===== config.mk =====
export PLATFORM = sky130hd
export DESIGN_NAME = crc_feedback_nibble_cipher_top
export DESIGN_NICKNAME = d
export VERILOG_FILES = /design/src/rtl/cfnc_pkg.sv /design/src/rtl/crc_feedback_nibble_cipher_top.sv /design/src/rtl/cfnc_front.sv /design/src/rtl/cfnc_queue.sv /design/src/rtl/cfnc_back.sv
export VERILOG_INCLUDE_DIRS = /design/src /design/src/rtl
export SDC_FILE = /design/constraint.sdc
export NUM_CORES = 1
export LEC_CHECK = 0
export BUFFER_PORTS_ARGS = -buffer_cell sky130_fd_sc_hd__clkbuf_2
export CORE_MARGIN = 2
export CORE_UTILIZATION = 45
export DETAILED_ROUTE_END_ITERATION = 8
export MAX_ROUTING_LAYER = met4
export PLACE_DENSITY_LB_ADDON = 0.2
export SLEW_MARGIN = 5
export SYNTH_ARGS = -nofsm -noshare
export SYNTH_HDL_FRONTEND = slang
export SYNTH_SLANG_ARGS = --single-unit
export TNS_END_PERCENT = 100

===== constraint.sdc =====
create_clock -name clk -period 5.36 [get_ports clk]
set_input_delay 0.804 -clock clk [delete_from_list [all_inputs] [get_ports clk]]
set_output_delay 0.804 -clock clk [all_outputs]
set_load 0.005 [all_outputs]

===== src/rtl/crc_feedback_nibble_cipher_top_assert.svh =====
// assertion macros for the cipher rtl, used by cfnc_queue
// expects clk and rst_n in the scope where a macro is used
`ifndef CRC_FEEDBACK_NIBBLE_CIPHER_TOP_ASSERT_SVH
`define CRC_FEEDBACK_NIBBLE_CIPHER_TOP_ASSERT_SVH

// same-cycle implication
`define CFNC_ASSERT_NOW(label, ante, cons, msg) \
    label: assert property (@(posedge clk) disable iff (!rst_n) (ante) |-> (cons)) \
        else $error(msg);

// next-cycle implication
`define CFNC_ASSERT_NEXT(label, ante, cons, msg) \
    label: assert property (@(posedge clk) disable iff (!rst_n) (ante) |=> (cons)) \
        else $error(msg);

`endif


===== src/rtl/cfnc_pkg.sv =====
// types and constants for the crc feedback nibble cipher
// no dependencies
`timescale 1ns / 1ps

package cfnc_pkg;

    localparam int CFG_IDX_W  = 2;
    localparam int CFG_DATA_W = 16;

    localparam logic [CFG_IDX_W-1:0] REG_KEY_SEED = 2'd0;
    localparam logic [CFG_IDX_W-1:0] REG_MODE     = 2'd1;

    localparam logic [1:0] MODE_ENCRYPT  = 2'd0;
    localparam logic [1:0] MODE_DECRYPT  = 2'd1;
    localparam logic [1:0] MODE_CHECKSUM = 2'd2;

    // classified item handed from front to back
    typedef struct packed {
        logic [7:0] data_byte;
        logic       first;
        logic       last;
        logic       decrypt;
        logic       emit;
    } cmd_t;

endpackage


===== src/rtl/crc_feedback_nibble_cipher_top.sv =====
// path: an accepted item passes the front register, a queue slot and the output
//   register, in that order, before it shows on the output
// throughput: one item per cycle if no side stalls, set by the two-nibble crc update
//   in the back stage; front stage, queue and output register let each side stall
// reset: crc register, key seed and mode clear to zero (encrypt), queue empties
// top level of the crc feedback nibble cipher
// depends on cfnc_pkg, cfnc_front, cfnc_queue, cfnc_back
`timescale 1ns / 1ps

module crc_feedback_nibble_cipher_top
    import cfnc_pkg::*;
#(
    parameter int QUEUE_DEPTH = 2
)
(
    input  logic                  clk,
    input  logic                  rst_n,
    input  logic                  cfg_we,
    input  logic [CFG_IDX_W-1:0]  cfg_index,
    input  logic [CFG_DATA_W-1:0] cfg_data,
    input  logic                  in_valid,
    output logic                  in_ready,
    input  logic [7:0]            data_byte,
    input  logic                  first_in,
    input  logic                  last_in,
    output logic                  out_valid,
    input  logic                  out_ready,
    output logic [7:0]            out_byte,
    output logic [15:0]           crc_state,
    output logic                  last_out
);

    logic [15:0] key_seed_reg;
    logic [1:0]  mode_reg;
    logic        push_valid;
    logic        push_ready;
    cmd_t        push_item;
    logic        pop_valid;
    logic        pop_ready;
    cmd_t        pop_item;

    always_ff @(posedge clk or negedge rst_n)
    begin
        if (!rst_n)
        begin
            key_seed_reg <= '0;
            mode_reg     <= MODE_ENCRYPT;
        end
        else if (cfg_we)
        begin
            // indexes past the register list are dropped
            if (cfg_index == REG_KEY_SEED)
            begin
                key_seed_reg <= cfg_data[15:0];
            end
            else if (cfg_index == REG_MODE)
            begin
                mode_reg <= cfg_data[1:0];
            end
        end
    end

    cfnc_front u_front (
        .clk        (clk),
        .rst_n      (rst_n),
        .mode       (mode_reg),
        .in_valid   (in_valid),
        .in_ready   (in_ready),
        .data_byte  (data_byte),
        .first_in   (first_in),
        .last_in    (last_in),
        .push_valid (push_valid),
        .push_ready (push_ready),
        .push_item  (push_item)
    );

    cfnc_queue #(
        .DEPTH (QUEUE_DEPTH)
    ) u_queue (
        .clk        (clk),
        .rst_n      (rst_n),
        .push_valid (push_valid),
        .push_ready (push_ready),
        .push_item  (push_item),
        .pop_valid  (pop_valid),
        .pop_ready  (pop_ready),
        .pop_item   (pop_item)
    );

    cfnc_back u_back (
        .clk       (clk),
        .rst_n     (rst_n),
        .key_seed  (key_seed_reg),
        .pop_valid (pop_valid),
        .pop_ready (pop_ready),
        .pop_item  (pop_item),
        .out_valid (out_valid),
        .out_ready (out_ready),
        .out_byte  (out_byte),
        .crc_state (crc_state),
        .last_out  (last_out)
    );

endmodule


===== src/rtl/cfnc_front.sv =====
// front stage: accepts input items and classifies them by mode
// depends on cfnc_pkg
`timescale 1ns / 1ps

module cfnc_front
    import cfnc_pkg::*;
(
    input  logic       clk,
    input  logic       rst_n,
    input  logic [1:0] mode,
    input  logic       in_valid,
    output logic       in_ready,
    input  logic [7:0] data_byte,
    input  logic       first_in,
    input  logic       last_in,
    output logic       push_valid,
    input  logic       push_ready,
    output cmd_t       push_item
);

    logic f_valid_reg;
    logic f_valid_next;
    cmd_t f_item_reg;
    cmd_t f_item_next;
    logic take;

    assign in_ready = !f_valid_reg || push_ready;
    assign take     = in_valid && in_ready;

    always_comb
    begin
        f_item_next           = f_item_reg;
        f_item_next.data_byte = data_byte;
        f_item_next.first     = first_in;
        f_item_next.last      = last_in;
        unique case (mode)
            MODE_ENCRYPT:
            begin
                f_item_next.decrypt = 1'b0;
                f_item_next.emit    = 1'b1;
            end
            MODE_DECRYPT:
            begin
                f_item_next.decrypt = 1'b1;
                f_item_next.emit    = 1'b1;
            end
            default:
            begin
                // checksum and the unused code: register as in encrypt, byte zeroed
                f_item_next.decrypt = 1'b0;
                f_item_next.emit    = 1'b0;
            end
        endcase
    end

    assign f_valid_next = take || (f_valid_reg && !push_ready);

    always_ff @(posedge clk or negedge rst_n)
    begin
        if (!rst_n)
        begin
            f_valid_reg <= 1'b0;
        end
        else
        begin
            f_valid_reg <= f_valid_next;
        end
    end

    always_ff @(posedge clk)
    begin
        if (take)
        begin
            f_item_reg <= f_item_next;
        end
    end

    assign push_valid = f_valid_reg;
    assign push_item  = f_item_reg;

endmodule


===== src/rtl/cfnc_queue.sv =====
// short fifo between the front and back stages
// depends on cfnc_pkg and the assertion macro header
`timescale 1ns / 1ps

`include "crc_feedback_nibble_cipher_top_assert.svh"

module cfnc_queue
    import cfnc_pkg::*;
#(
    parameter int DEPTH = 2
)
(
    input  logic clk,
    input  logic rst_n,
    input  logic push_valid,
    output logic push_ready,
    input  cmd_t push_item,
    output logic pop_valid,
    input  logic pop_ready,
    output cmd_t pop_item
);

    localparam int PTR_W = (DEPTH > 1) ? $clog2(DEPTH) : 1;
    localparam int CNT_W = $clog2(DEPTH + 1);
    localparam logic [PTR_W-1:0] LAST_PTR = PTR_W'(DEPTH - 1);
    localparam logic [CNT_W-1:0] FULL_CNT = CNT_W'(DEPTH);

    cmd_t             slots [DEPTH];
    logic [PTR_W-1:0] wr_ptr_reg;
    logic [PTR_W-1:0] wr_ptr_next;
    logic [PTR_W-1:0] rd_ptr_reg;
    logic [PTR_W-1:0] rd_ptr_next;
    logic [CNT_W-1:0] count_reg;
    logic [CNT_W-1:0] count_next;
    logic             push;
    logic             pop;

    assign push_ready = (count_reg != FULL_CNT);
    assign pop_valid  = (count_reg != '0);
    assign push       = push_valid && push_ready;
    assign pop        = pop_valid && pop_ready;
    assign pop_item   = slots[rd_ptr_reg];

    always_comb
    begin
        wr_ptr_next = wr_ptr_reg;
        rd_ptr_next = rd_ptr_reg;
        count_next  = count_reg;
        if (push)
        begin
            wr_ptr_next = (wr_ptr_reg == LAST_PTR) ? '0 : wr_ptr_reg + 1'b1;
        end
        if (pop)
        begin
            rd_ptr_next = (rd_ptr_reg == LAST_PTR) ? '0 : rd_ptr_reg + 1'b1;
        end
        if (push && !pop)
        begin
            count_next = count_reg + 1'b1;
        end
        else if (pop && !push)
        begin
            count_next = count_reg - 1'b1;
        end
    end

    always_ff @(posedge clk or negedge rst_n)
    begin
        if (!rst_n)
        begin
            wr_ptr_reg <= '0;
            rd_ptr_reg <= '0;
            count_reg  <= '0;
        end
        else
        begin
            wr_ptr_reg <= wr_ptr_next;
            rd_ptr_reg <= rd_ptr_next;
            count_reg  <= count_next;
        end
    end

    always_ff @(posedge clk)
    begin
        if (push)
        begin
            slots[wr_ptr_reg] <= push_item;
        end
    end

    `CFNC_ASSERT_NOW(a_count_bound, 1'b1, count_reg <= FULL_CNT, "queue count beyond depth")
    `CFNC_ASSERT_NOW(a_no_pop_empty, pop, count_reg != '0, "pop from empty queue")
    `CFNC_ASSERT_NEXT(a_push_grows, push && !pop, count_reg == $past(count_reg) + 1'b1, "push lost")
    `CFNC_ASSERT_NEXT(a_pop_shrinks, pop && !push, count_reg == $past(count_reg) - 1'b1, "pop lost")

endmodule


===== src/rtl/cfnc_back.sv =====
// back stage: two nibble crc steps per item and the output register
// depends on cfnc_pkg
`timescale 1ns / 1ps

module cfnc_back
    import cfnc_pkg::*;
(
    input  logic        clk,
    input  logic        rst_n,
    input  logic [15:0] key_seed,
    input  logic        pop_valid,
    output logic        pop_ready,
    input  cmd_t        pop_item,
    output logic        out_valid,
    input  logic        out_ready,
    output logic [7:0]  out_byte,
    output logic [15:0] crc_state,
    output logic        last_out
);

    // fed * 0x1081 for a nibble: the three shifted copies never overlap
    function automatic logic [15:0] poly_term(input logic [3:0] fed);
        poly_term = {fed, 12'b0} ^ {5'b0, fed, 7'b0} ^ {12'b0, fed};
    endfunction

    logic [15:0] crc_reg;
    logic [15:0] crc_next;
    logic        out_valid_reg;
    logic        out_valid_next;
    logic [7:0]  out_byte_reg;
    logic [7:0]  out_byte_next;
    logic [15:0] crc_state_reg;
    logic        last_out_reg;
    logic        pop;
    logic [15:0] start;
    logic [15:0] mid;
    logic [3:0]  lo;
    logic [3:0]  hi;
    logic [3:0]  fed_lo;
    logic [3:0]  fed_hi;

    assign pop_ready = !out_valid_reg || out_ready;
    assign pop       = pop_valid && pop_ready;

    always_comb
    begin
        start    = pop_item.first ? key_seed : crc_reg;
        lo       = start[3:0] ^ pop_item.data_byte[3:0];
        fed_lo   = pop_item.decrypt ? pop_item.data_byte[3:0] : lo;
        mid      = {4'b0, start[15:4]} ^ poly_term(fed_lo);
        hi       = mid[3:0] ^ pop_item.data_byte[7:4];
        fed_hi   = pop_item.decrypt ? pop_item.data_byte[7:4] : hi;
        crc_next = {4'b0, mid[15:4]} ^ poly_term(fed_hi);
        out_byte_next = pop_item.emit ? {hi, lo} : 8'h00;
    end

    assign out_valid_next = pop || (out_valid_reg && !out_ready);

    always_ff @(posedge clk or negedge rst_n)
    begin
        if (!rst_n)
        begin
            crc_reg       <= '0;
            out_valid_reg <= 1'b0;
        end
        else
        begin
            out_valid_reg <= out_valid_next;
            if (pop)
            begin
                crc_reg <= crc_next;
            end
        end
    end

    always_ff @(posedge clk)
    begin
        if (pop)
        begin
            out_byte_reg  <= out_byte_next;
            crc_state_reg <= crc_next;
            last_out_reg  <= pop_item.last;
        end
    end

    assign out_valid = out_valid_reg;
    assign out_byte  = out_byte_reg;
    assign crc_state = crc_state_reg;
    assign last_out  = last_out_reg;

endmodule


==> flow_summary.toml, run 1 <==
[global_route]
grt_pass1_vias = 2135
grt.overflow.total = 0
grt_use_total_pct = 15.3
grt_pass1_wl_um = 11200
grt_max_degree = 42
antenna_found_initial = 0

[hold_path]
holdPathStages = 0
hp-start = "u_front.push_item[2]$_DFFE_PP_"
hp-class = "reg -> reg"
min_to = "u_queue.slots[0][2]$_DFFE_PP_"

[finish]
area_growth_pct = 14.6
antenna-diode-count = 0
largest-register = "u_queue.slots"
layout-drive-gt1-share_pct = 38.5
nets = 346
largest_reg_flops = 24

[sta]
rsz0062_at_grt = "false"
max_freq_mhz = 291
period_share_pct = 64.2
slew_headroom_pct = 30.8
finClkSkew_ps = 14.2
worstMarginPinSlew_ps = 1040
tns_ps = 0
slew_violations = 0
hold_violations = 0
setup_viol = 0
finalCriticalPeriod_ps = 3440
whs_ps = 458

[synth]
ys_ff_latch = 101
synthTopCellsByCount = "edfxtp_1, dfrtp_1, mux2_2"
synthFlopType = "edfxtp_1"
synth_enable_flop_cells = 61
ys_warn_count = 0
synthesis.nets = 280
syn_area_um2 = 4270
yosysTopAreaCell = "edfxtp_1"
avgSynthCellArea_um2 = 17.3
synth.distinct_cells = 29
synth_most_common_cell = "edfxtp_1"
synthTopCellsByArea = "edfxtp_1, dfrtp_1, mux2_2, xnor2_1, mux2i_1"
async_flop_share_pct = 39.6
netlist_instances = 246
synth_top_area_share_pct = 42.9
synth.yosys.seq_area_share_pct = 66.4

[pwr]
fin_total_pwr_w = 0.00339
power.leakage_nw = 2.01
power_density_nw_per_um2 = 693
vdd_drop_max_v = 0.000276

[setup_path]
cp-start-kind = "flip-flop"
reg2reg_depth = 6
critPathRequiredTime_ps = 5610
path_buf_inv = 0
crit_chain = "mux2i_4 -> mux2i_1 -> xnor3_1 -> nor2_4 -> xnor3_1 -> mux2_2"
reg2reg_setup_slack_ps = 1920
critPathArrivalTime_ps = 3690
endpoint_kind = "flip-flop"
rr_startpoint = "u_queue.rd_ptr_reg$_DFFE_PN0P_"
crit_path_top_delay_cell = "mux2i_4"
crit_fanout = 16
cpLargestDelayFamily = "multiplexers"
r2r_end = "u_back.crc_reg[8]$_DFFE_PN0P_"
path_common_cell = "xnor3_1"
worstSetupPathType = "reg -> reg"
slowest_delay_ps = 840

[placement]
hpwl_um = 4860
portBuffers = 59
routabilityCongestion = 0.744

[floorplan]
start_util_pct = 46.2
chipHeight_um = 101
row_count = 35
design.die.area_um2 = 10300
die_x_um = 101
coreArea_um2 = 9240
ioPinCount = 60

[clock_network]
cts_num_sinks = 101
ctsLongestPathBuffers = 2
clk_latency_ps = 360
cts_tree = "done"
h-tree-depth = 3
cts_root_buf = "clkbuf_8"
post_cts_buffers = 0
cts_buffers = 9
path_clk_slew_ps = 100
cts_resized = 0
cts_hold_buf = 0

[routing]
drt_first_pass_iters = 4
drc = 0
drt.antenna.violating_nets = 0
routed_via_density = 4.71
drt_iter0_drc = 61
wl_per_cell_um = 15.7
route.vias.total = 2102
wirelength_um = 6990

[flow_run]
cap_viol_max_count = 0

[outcome]
status = "completed"
[through the flow]
step           util, %  cells  cell area, um^2  setup slack, ps
2_1_floorplan        -    246             4270             2610
3_3_place_gp      50.9    430             4700             2040
3_5_place_dp      50.9    430             4700             1900
4_1_cts           52.9    446             4890             1870
5_1_grt           52.9    446             4890             1740
6_report          52.9    446             4890             1920
[cell families after synthesis]
family / after synthesis / share of synthesized area, %
DFF: 101 / 66.4
buffers and inverters: 8 / 1.08
adders and majority gates: 1 / 0.293
AOI/OAI and AO/OA: 1 / 0.117
and+or+nand+nor: 31 / 3.81
xor gates and xnor gates: 41 / 11.8
muxes: 63 / 16.6
[where the power goes]
group | internal, W | switching (W)
clock | 0.000190 | 0.000266
sequential | 0.00126 | 0.000143
combinational | 0.000823 | 0.000708
total | 0.00227 | 0.00112
[routing by layer]
metal  global-route usage (%)  share of wire [%]
met1                     20.0                 46
met2                     23.2                 48
met3                     4.21                4.1
met4                     5.41                1.3
met5                        -                  0
[worst max-delay path by stage]
stage                     slack [ps]                      startpoint                        endpoint  cells after the start
after floorplan                 2610                       out_ready  u_back.crc_reg[10]$_DFFE_PN0P_                      5
after global placement          2040  u_queue.rd_ptr_reg$_DFFE_PN0P_   u_back.crc_reg[8]$_DFFE_PN0P_                      6
final                           1920  u_queue.rd_ptr_reg$_DFFE_PN0P_   u_back.crc_reg[8]$_DFFE_PN0P_                      6
after CTS                       1870  u_queue.rd_ptr_reg$_DFFE_PN0P_   u_back.crc_reg[8]$_DFFE_PN0P_                      6
after global routing            1740  u_queue.rd_ptr_reg$_DFFE_PN0P_   u_back.crc_reg[8]$_DFFE_PN0P_                      6
after detailed placement        1900  u_queue.rd_ptr_reg$_DFFE_PN0P_   u_back.crc_reg[8]$_DFFE_PN0P_                      6
[area by class of cell]
| class | instances | area, um^2 |
|---|---|---|
| repair buffers | 60 | 303 |
| flip-flops and latches | 101 | 2830 |
| inverters | 3 | 11.3 |
| clock inverters | 6 | 51.3 |
| fillers | 787 | 4350 |
| multi-input cells | 137 | 1390 |
| clock buffers | 10 | 138 |
| well taps | 129 | 161 |
[cells in the final DEF, fill, tap and decap left out, types with 5 or more instances in the layout]
master     n
edfxtp_1  61
clkbuf_2  59
dfrtp_1   40
mux2_2    37
xnor2_1   26
mux2i_1   21
nor2_1    16
clkbuf_8  10
xnor3_1    6
xor2_1     5
Note: power is estimated with default switching activity, not from simulation.
==> inputs of run 2 (changes only) <==
==> constraint.sdc (replaced) <==
create_clock -name clk -period 3.5 [get_ports clk]
set_input_delay 0.525 -clock clk [delete_from_list [all_inputs] [get_ports clk]]
set_output_delay 0.525 -clock clk [all_outputs]
set_load 0.005 [all_outputs]
==> flow_summary.toml, run 2 (same netlist as run 1, synthesis figures left out) <==
[finish]
final_common_cell = "edfxtp_1"
fill_cells = 778
layout_common_cells = "edfxtp_1, clkbuf_2, dfrtp_1"
antenna-diode-count = 0
area_growth_pct = 15.2
regArea_um2 = 2830
nets = 348
multi_input_area_um2 = 1390
largest_reg_flops = 24
layout-drive-gt1-share_pct = 38.9
largest-register = "u_queue.slots"

[pwr]
power.leakage_nw = 2.03
vdd_drop_max_v = 0.000570
fin_total_pwr_w = 0.00527
power_density_nw_per_um2 = 1070

[setup_path]
cp-start-kind = "flip-flop"
endpoint_kind = "flip-flop"
crit_start = "u_queue.rd_ptr_reg$_DFFE_PN0P_"
rr_startpoint = "u_queue.rd_ptr_reg$_DFFE_PN0P_"
worstSetupPathType = "reg -> reg"
critPathArrivalTime_ps = 3090
critPathRequiredTime_ps = 3750
crit_fanout = 14

[clock_network]
path_clk_slew_ps = 100
cts_root_buf = "clkbuf_8"
cts_buffers = 9
h-tree-depth = 3
cts_resized = 0
cts_hold_buf = 0
cts_num_sinks = 101
clk_latency_ps = 360
cts_tree = "done"
ctsLongestPathBuffers = 2
post_cts_buffers = 0

[floorplan]
coreArea_um2 = 9240
ioPinCount = 60
design.die.area_um2 = 10300
row_count = 35
chipHeight_um = 101
die_x_um = 101
start_util_pct = 46.2

[routing]
routed_via_density = 4.69
drc = 0
drt_first_pass_iters = 4
drt_iter0_drc = 80
wirelength_um = 7090
drt.antenna.violating_nets = 0
wl_per_cell_um = 15.8
route.vias.total = 2101

[sta]
slew_violations = 0
worstMarginPinSlew_ps = 1070
tns_ps = 0
max_freq_mhz = 353
rsz0062_at_grt = "false"
finalCriticalPeriod_ps = 2830
finClkSkew_ps = 14.8
period_share_pct = 81.0
slew_headroom_pct = 28.5
setup_viol = 0
hold_violations = 0

[global_route]
grt_max_degree = 42
grt_use_total_pct = 15.9
antenna_found_initial = 0
grt_pass1_wl_um = 11600
grt_pass1_vias = 2182
grt.overflow.total = 0

[placement]
routabilityCongestion = 0.771
hpwl_um = 4880
portBuffers = 59

[hold_path]
hp-class = "in -> reg"
hp-start = "data_byte[1]"

[outcome]
status = "completed"

[flow_run]
cap_viol_max_count = 0
-- run 2: path summary, 6_finish.rpt --
path                                                  endpoint  slack [ps]  depth (start not counted)
worst min-delay path            u_front.push_item[5]$_DFFE_PP_         330                          1
worst min register to register   u_queue.slots[0][9]$_DFFE_PP_         460                          0
max in group asynchronous          key_seed_reg[5]$_DFFE_PN0P_        2500                          1
worst max register to register   u_back.crc_reg[8]$_DFFE_PN0P_         670                          6
min in group asynchronous          key_seed_reg[9]$_DFFE_PN0P_         350                          1
worst max-delay path             u_back.crc_reg[8]$_DFFE_PN0P_         670                          6
-- run 2: final cells by class --
class / instances / area share, %
sequential: 101 / 57.6
multi-input combinational: 137 / 28.4
timing repair buffer: 62 / 6.46
tap: 129 / 3.28
clock buffer: 10 / 2.60
clock inverter: 6 / 1.45
inverter: 3 / 0.229
-- run 2: routing by layer --
layer | global-route usage, % | wire length (um) | up-vias
met4 | 4.68 | 77 | 0
met1 | 20.5 | 3250 | 1027
li1 | - | - | 1023
met5 | - | 0 | -
met2 | 24.7 | 3500 | 44
met3 | 4.62 | 263 | 7
-- run 2: where the power goes --
| part | leakage [nW] | total, W | internal, W | switching [W] |
|---|---|---|---|---|
| Combinational | 0.877 | 0.00240 | 0.00127 | 0.00113 |
| Clock | 0.0988 | 0.000742 | 0.000339 | 0.000403 |
| Sequential | 1.05 | 0.00212 | 0.00193 | 0.000191 |
| Total | 2.03 | 0.00527 | 0.00354 | 0.00173 |
-- run 2: critical path, cell delays in order, from the launching register on --
cell and delay, ps:
dfrtp_1 410, mux2i_4 670, mux2i_1 470, xnor3_1 430
nor2_4 140, xnor3_1 330, mux2_2 270
-- run 2: stage by stage --
stage               hold WS (ps)  cell area [um^2]  instances  util (%)  setup WS (ps)
global route                 306              4920        448      53.2            528
global placement             427              4720        432      51.0            763
detailed placement           430              4720        432      51.0            647
CTS                          310              4920        448      53.2            653
floorplan                    229              4270        246         -           1030
finish                       334              4920        448      53.2            665
==> inputs of run 3 (changes only) <==
==> constraint.sdc (replaced) <==
create_clock -name clk -period 2.38 [get_ports clk]
set_input_delay 0.357 -clock clk [delete_from_list [all_inputs] [get_ports clk]]
set_output_delay 0.357 -clock clk [all_outputs]
set_load 0.005 [all_outputs]
==> flow_summary.toml, run 3 (same netlist as run 1, synthesis figures left out) <==
[setup_path]
rr_startpoint = "u_queue.rd_ptr_reg$_DFFE_PN0P_"
crit_start = "u_queue.rd_ptr_reg$_DFFE_PN0P_"
slowest_delay_ps = 420
r2r_end = "u_back.crc_reg[9]$_DFFE_PN0P_"
critPathArrivalTime_ps = 2630
reg2reg_setup_slack_ps = 3
cp-start-kind = "flip-flop"
reg2reg_depth = 7
endpoint = "u_back.crc_reg[9]$_DFFE_PN0P_"
crit_chain = "mux2i_4 -> buf_12 -> mux2_4 -> xnor3_1 -> nor2_4 -> xnor3_1 -> mux2_2"
critPathRequiredTime_ps = 2640
crit_path_top_delay_cell = "dfrtp_1"
path_common_cell = "xnor3_1"
worstSetupPathType = "reg -> reg"
endpoint_kind = "flip-flop"
crit_fanout = 10

[sta]
rsz0062_at_grt = "true"
postLayoutSetupSlackWorst_ps = 3.35
finClkSkew_ps = 15.9
slew_headroom_pct = 59.5
setup_viol = 0
max_freq_mhz = 421
worstMarginPinSlew_ps = 608
finalCriticalPeriod_ps = 2380
slew_violations = 0
period_share_pct = 99.9
hold_violations = 0

[finish]
fin_area_um2 = 5300
area_growth_pct = 24.1
regArea_um2 = 2830
nets = 380
layout_common_cells = "edfxtp_1, clkbuf_2, dfrtp_1"
multi_input_area_um2 = 1480
largest_reg_flops = 24
largest-register = "u_queue.slots"
final_common_cell = "edfxtp_1"
fill_cells = 745
antenna-diode-count = 0
layout-drive-gt1-share_pct = 47.0

[floorplan]
row_count = 35
ioPinCount = 60
design.die.area_um2 = 10300
start_util_pct = 46.2
die_x_um = 101
chipHeight_um = 101
coreArea_um2 = 9240

[global_route]
grt_pass1_vias = 2393
grt_use_total_pct = 17.1
grt_pass1_wl_um = 12400
grt.overflow.total = 0
antenna_found_initial = 0
grt_max_degree = 42

[pwr]
power.leakage_nw = 2.22
power_density_nw_per_um2 = 1620
vdd_drop_max_v = 0.000759

[routing]
drt.antenna.violating_nets = 0
drt_iter0_drc = 54
drc = 0
route.vias.total = 2282
routed_via_density = 4.75
drt_first_pass_iters = 4
wirelength_um = 7720
wl_per_cell_um = 16.1

[hold_path]
hp-class = "in -> reg"

[clock_network]
path_clk_slew_ps = 110
ctsLongestPathBuffers = 2
clk_latency_ps = 370
cts_buffers = 9
h-tree-depth = 3
cts_root_buf = "clkbuf_8"
cts_tree = "done"
cts_num_sinks = 101

[placement]
portBuffers = 59
hpwl_um = 5420
place_worst_setup_slack_ps = -52.6
placed_cell_area_um2 = 4940
routabilityCongestion = 0.774

[outcome]
status = "completed"

[flow_run]
cap_viol_max_count = 0
-- run 3: power breakdown --
part,internal (W),total (W),switching [W]
clock network,0.000524,0.00119,0.000662
registers,0.00284,0.00315,0.000316
logic,0.00241,0.00425,0.00184
-- run 3: cell type report --
class                      instances  share of cell area, %
sequential                       101                   53.5
inverter                           3                  0.213
clock buffer                       9                   2.34
tap                              129                   3.05
multi-input combinational        137                   27.9
clock inverter                     7                   1.94
timing repair buffer              94                   11.1
-- run 3: routing by layer --
layer	vias to the layer above	track usage, %	wire [um]
met3	10	4.21	309
li1	1089	-	-
met4	0	5.41	96
met1	1137	21.3	3350
met2	46	27.8	3960
met5	-	-	0
-- run 3: through the flow --
| stage | utilization [%] | setup TNS, ps | power [W] | std cells | hold slack (ps) |
|---|---|---|---|---|---|
| 2_1_floorplan | - | -16.9 | 0.00590 | 246 | 61.4 |
| 3_3_place_gp | 53.4 | 0 | 0.00709 | 457 | 364 |
| 3_5_place_dp | 53.4 | -110 | 0.00719 | 457 | 366 |
| 4_1_cts | 56.7 | -5.45 | 0.00856 | 477 | 127 |
| 5_1_grt | 57.3 | -433 | 0.00913 | 480 | 114 |
| 6_report | 57.3 | 0 | 0.00858 | 480 | 150 |
-- run 3: worst min path at each step --
stage                  from                             end  cells past startpoint
2_1_floorplan         rst_n     key_seed_reg[0]$_DFFE_PN0P_                      0
3_3_place_gp          rst_n     key_seed_reg[7]$_DFFE_PN0P_                      1
3_5_place_dp          rst_n     key_seed_reg[7]$_DFFE_PN0P_                      1
4_1_cts        data_byte[5]  u_front.push_item[9]$_DFFE_PP_                      1
5_1_grt        data_byte[5]  u_front.push_item[9]$_DFFE_PP_                      1
6_report       data_byte[1]  u_front.push_item[5]$_DFFE_PP_                      1
-- run 3: timing repair --
action                     CTS  global route
hold buffers                 1             0
pin swaps                    3             1
cloned                       0             0
setup buffers                3             3
hold endpoints to repair    18             0
setup endpoints to repair    5            11
gates resized for setup      8             5
-- run 3: worst max-delay path, delay by kind of cell (launching register included) --
family / cells / cell delay [ps]
multiplexers: 3 / 860
XOR/XNOR: 2 / 690
flip-flops: 1 / 420
buffers and inverters: 1 / 160
AND/OR/NAND/NOR: 1 / 120
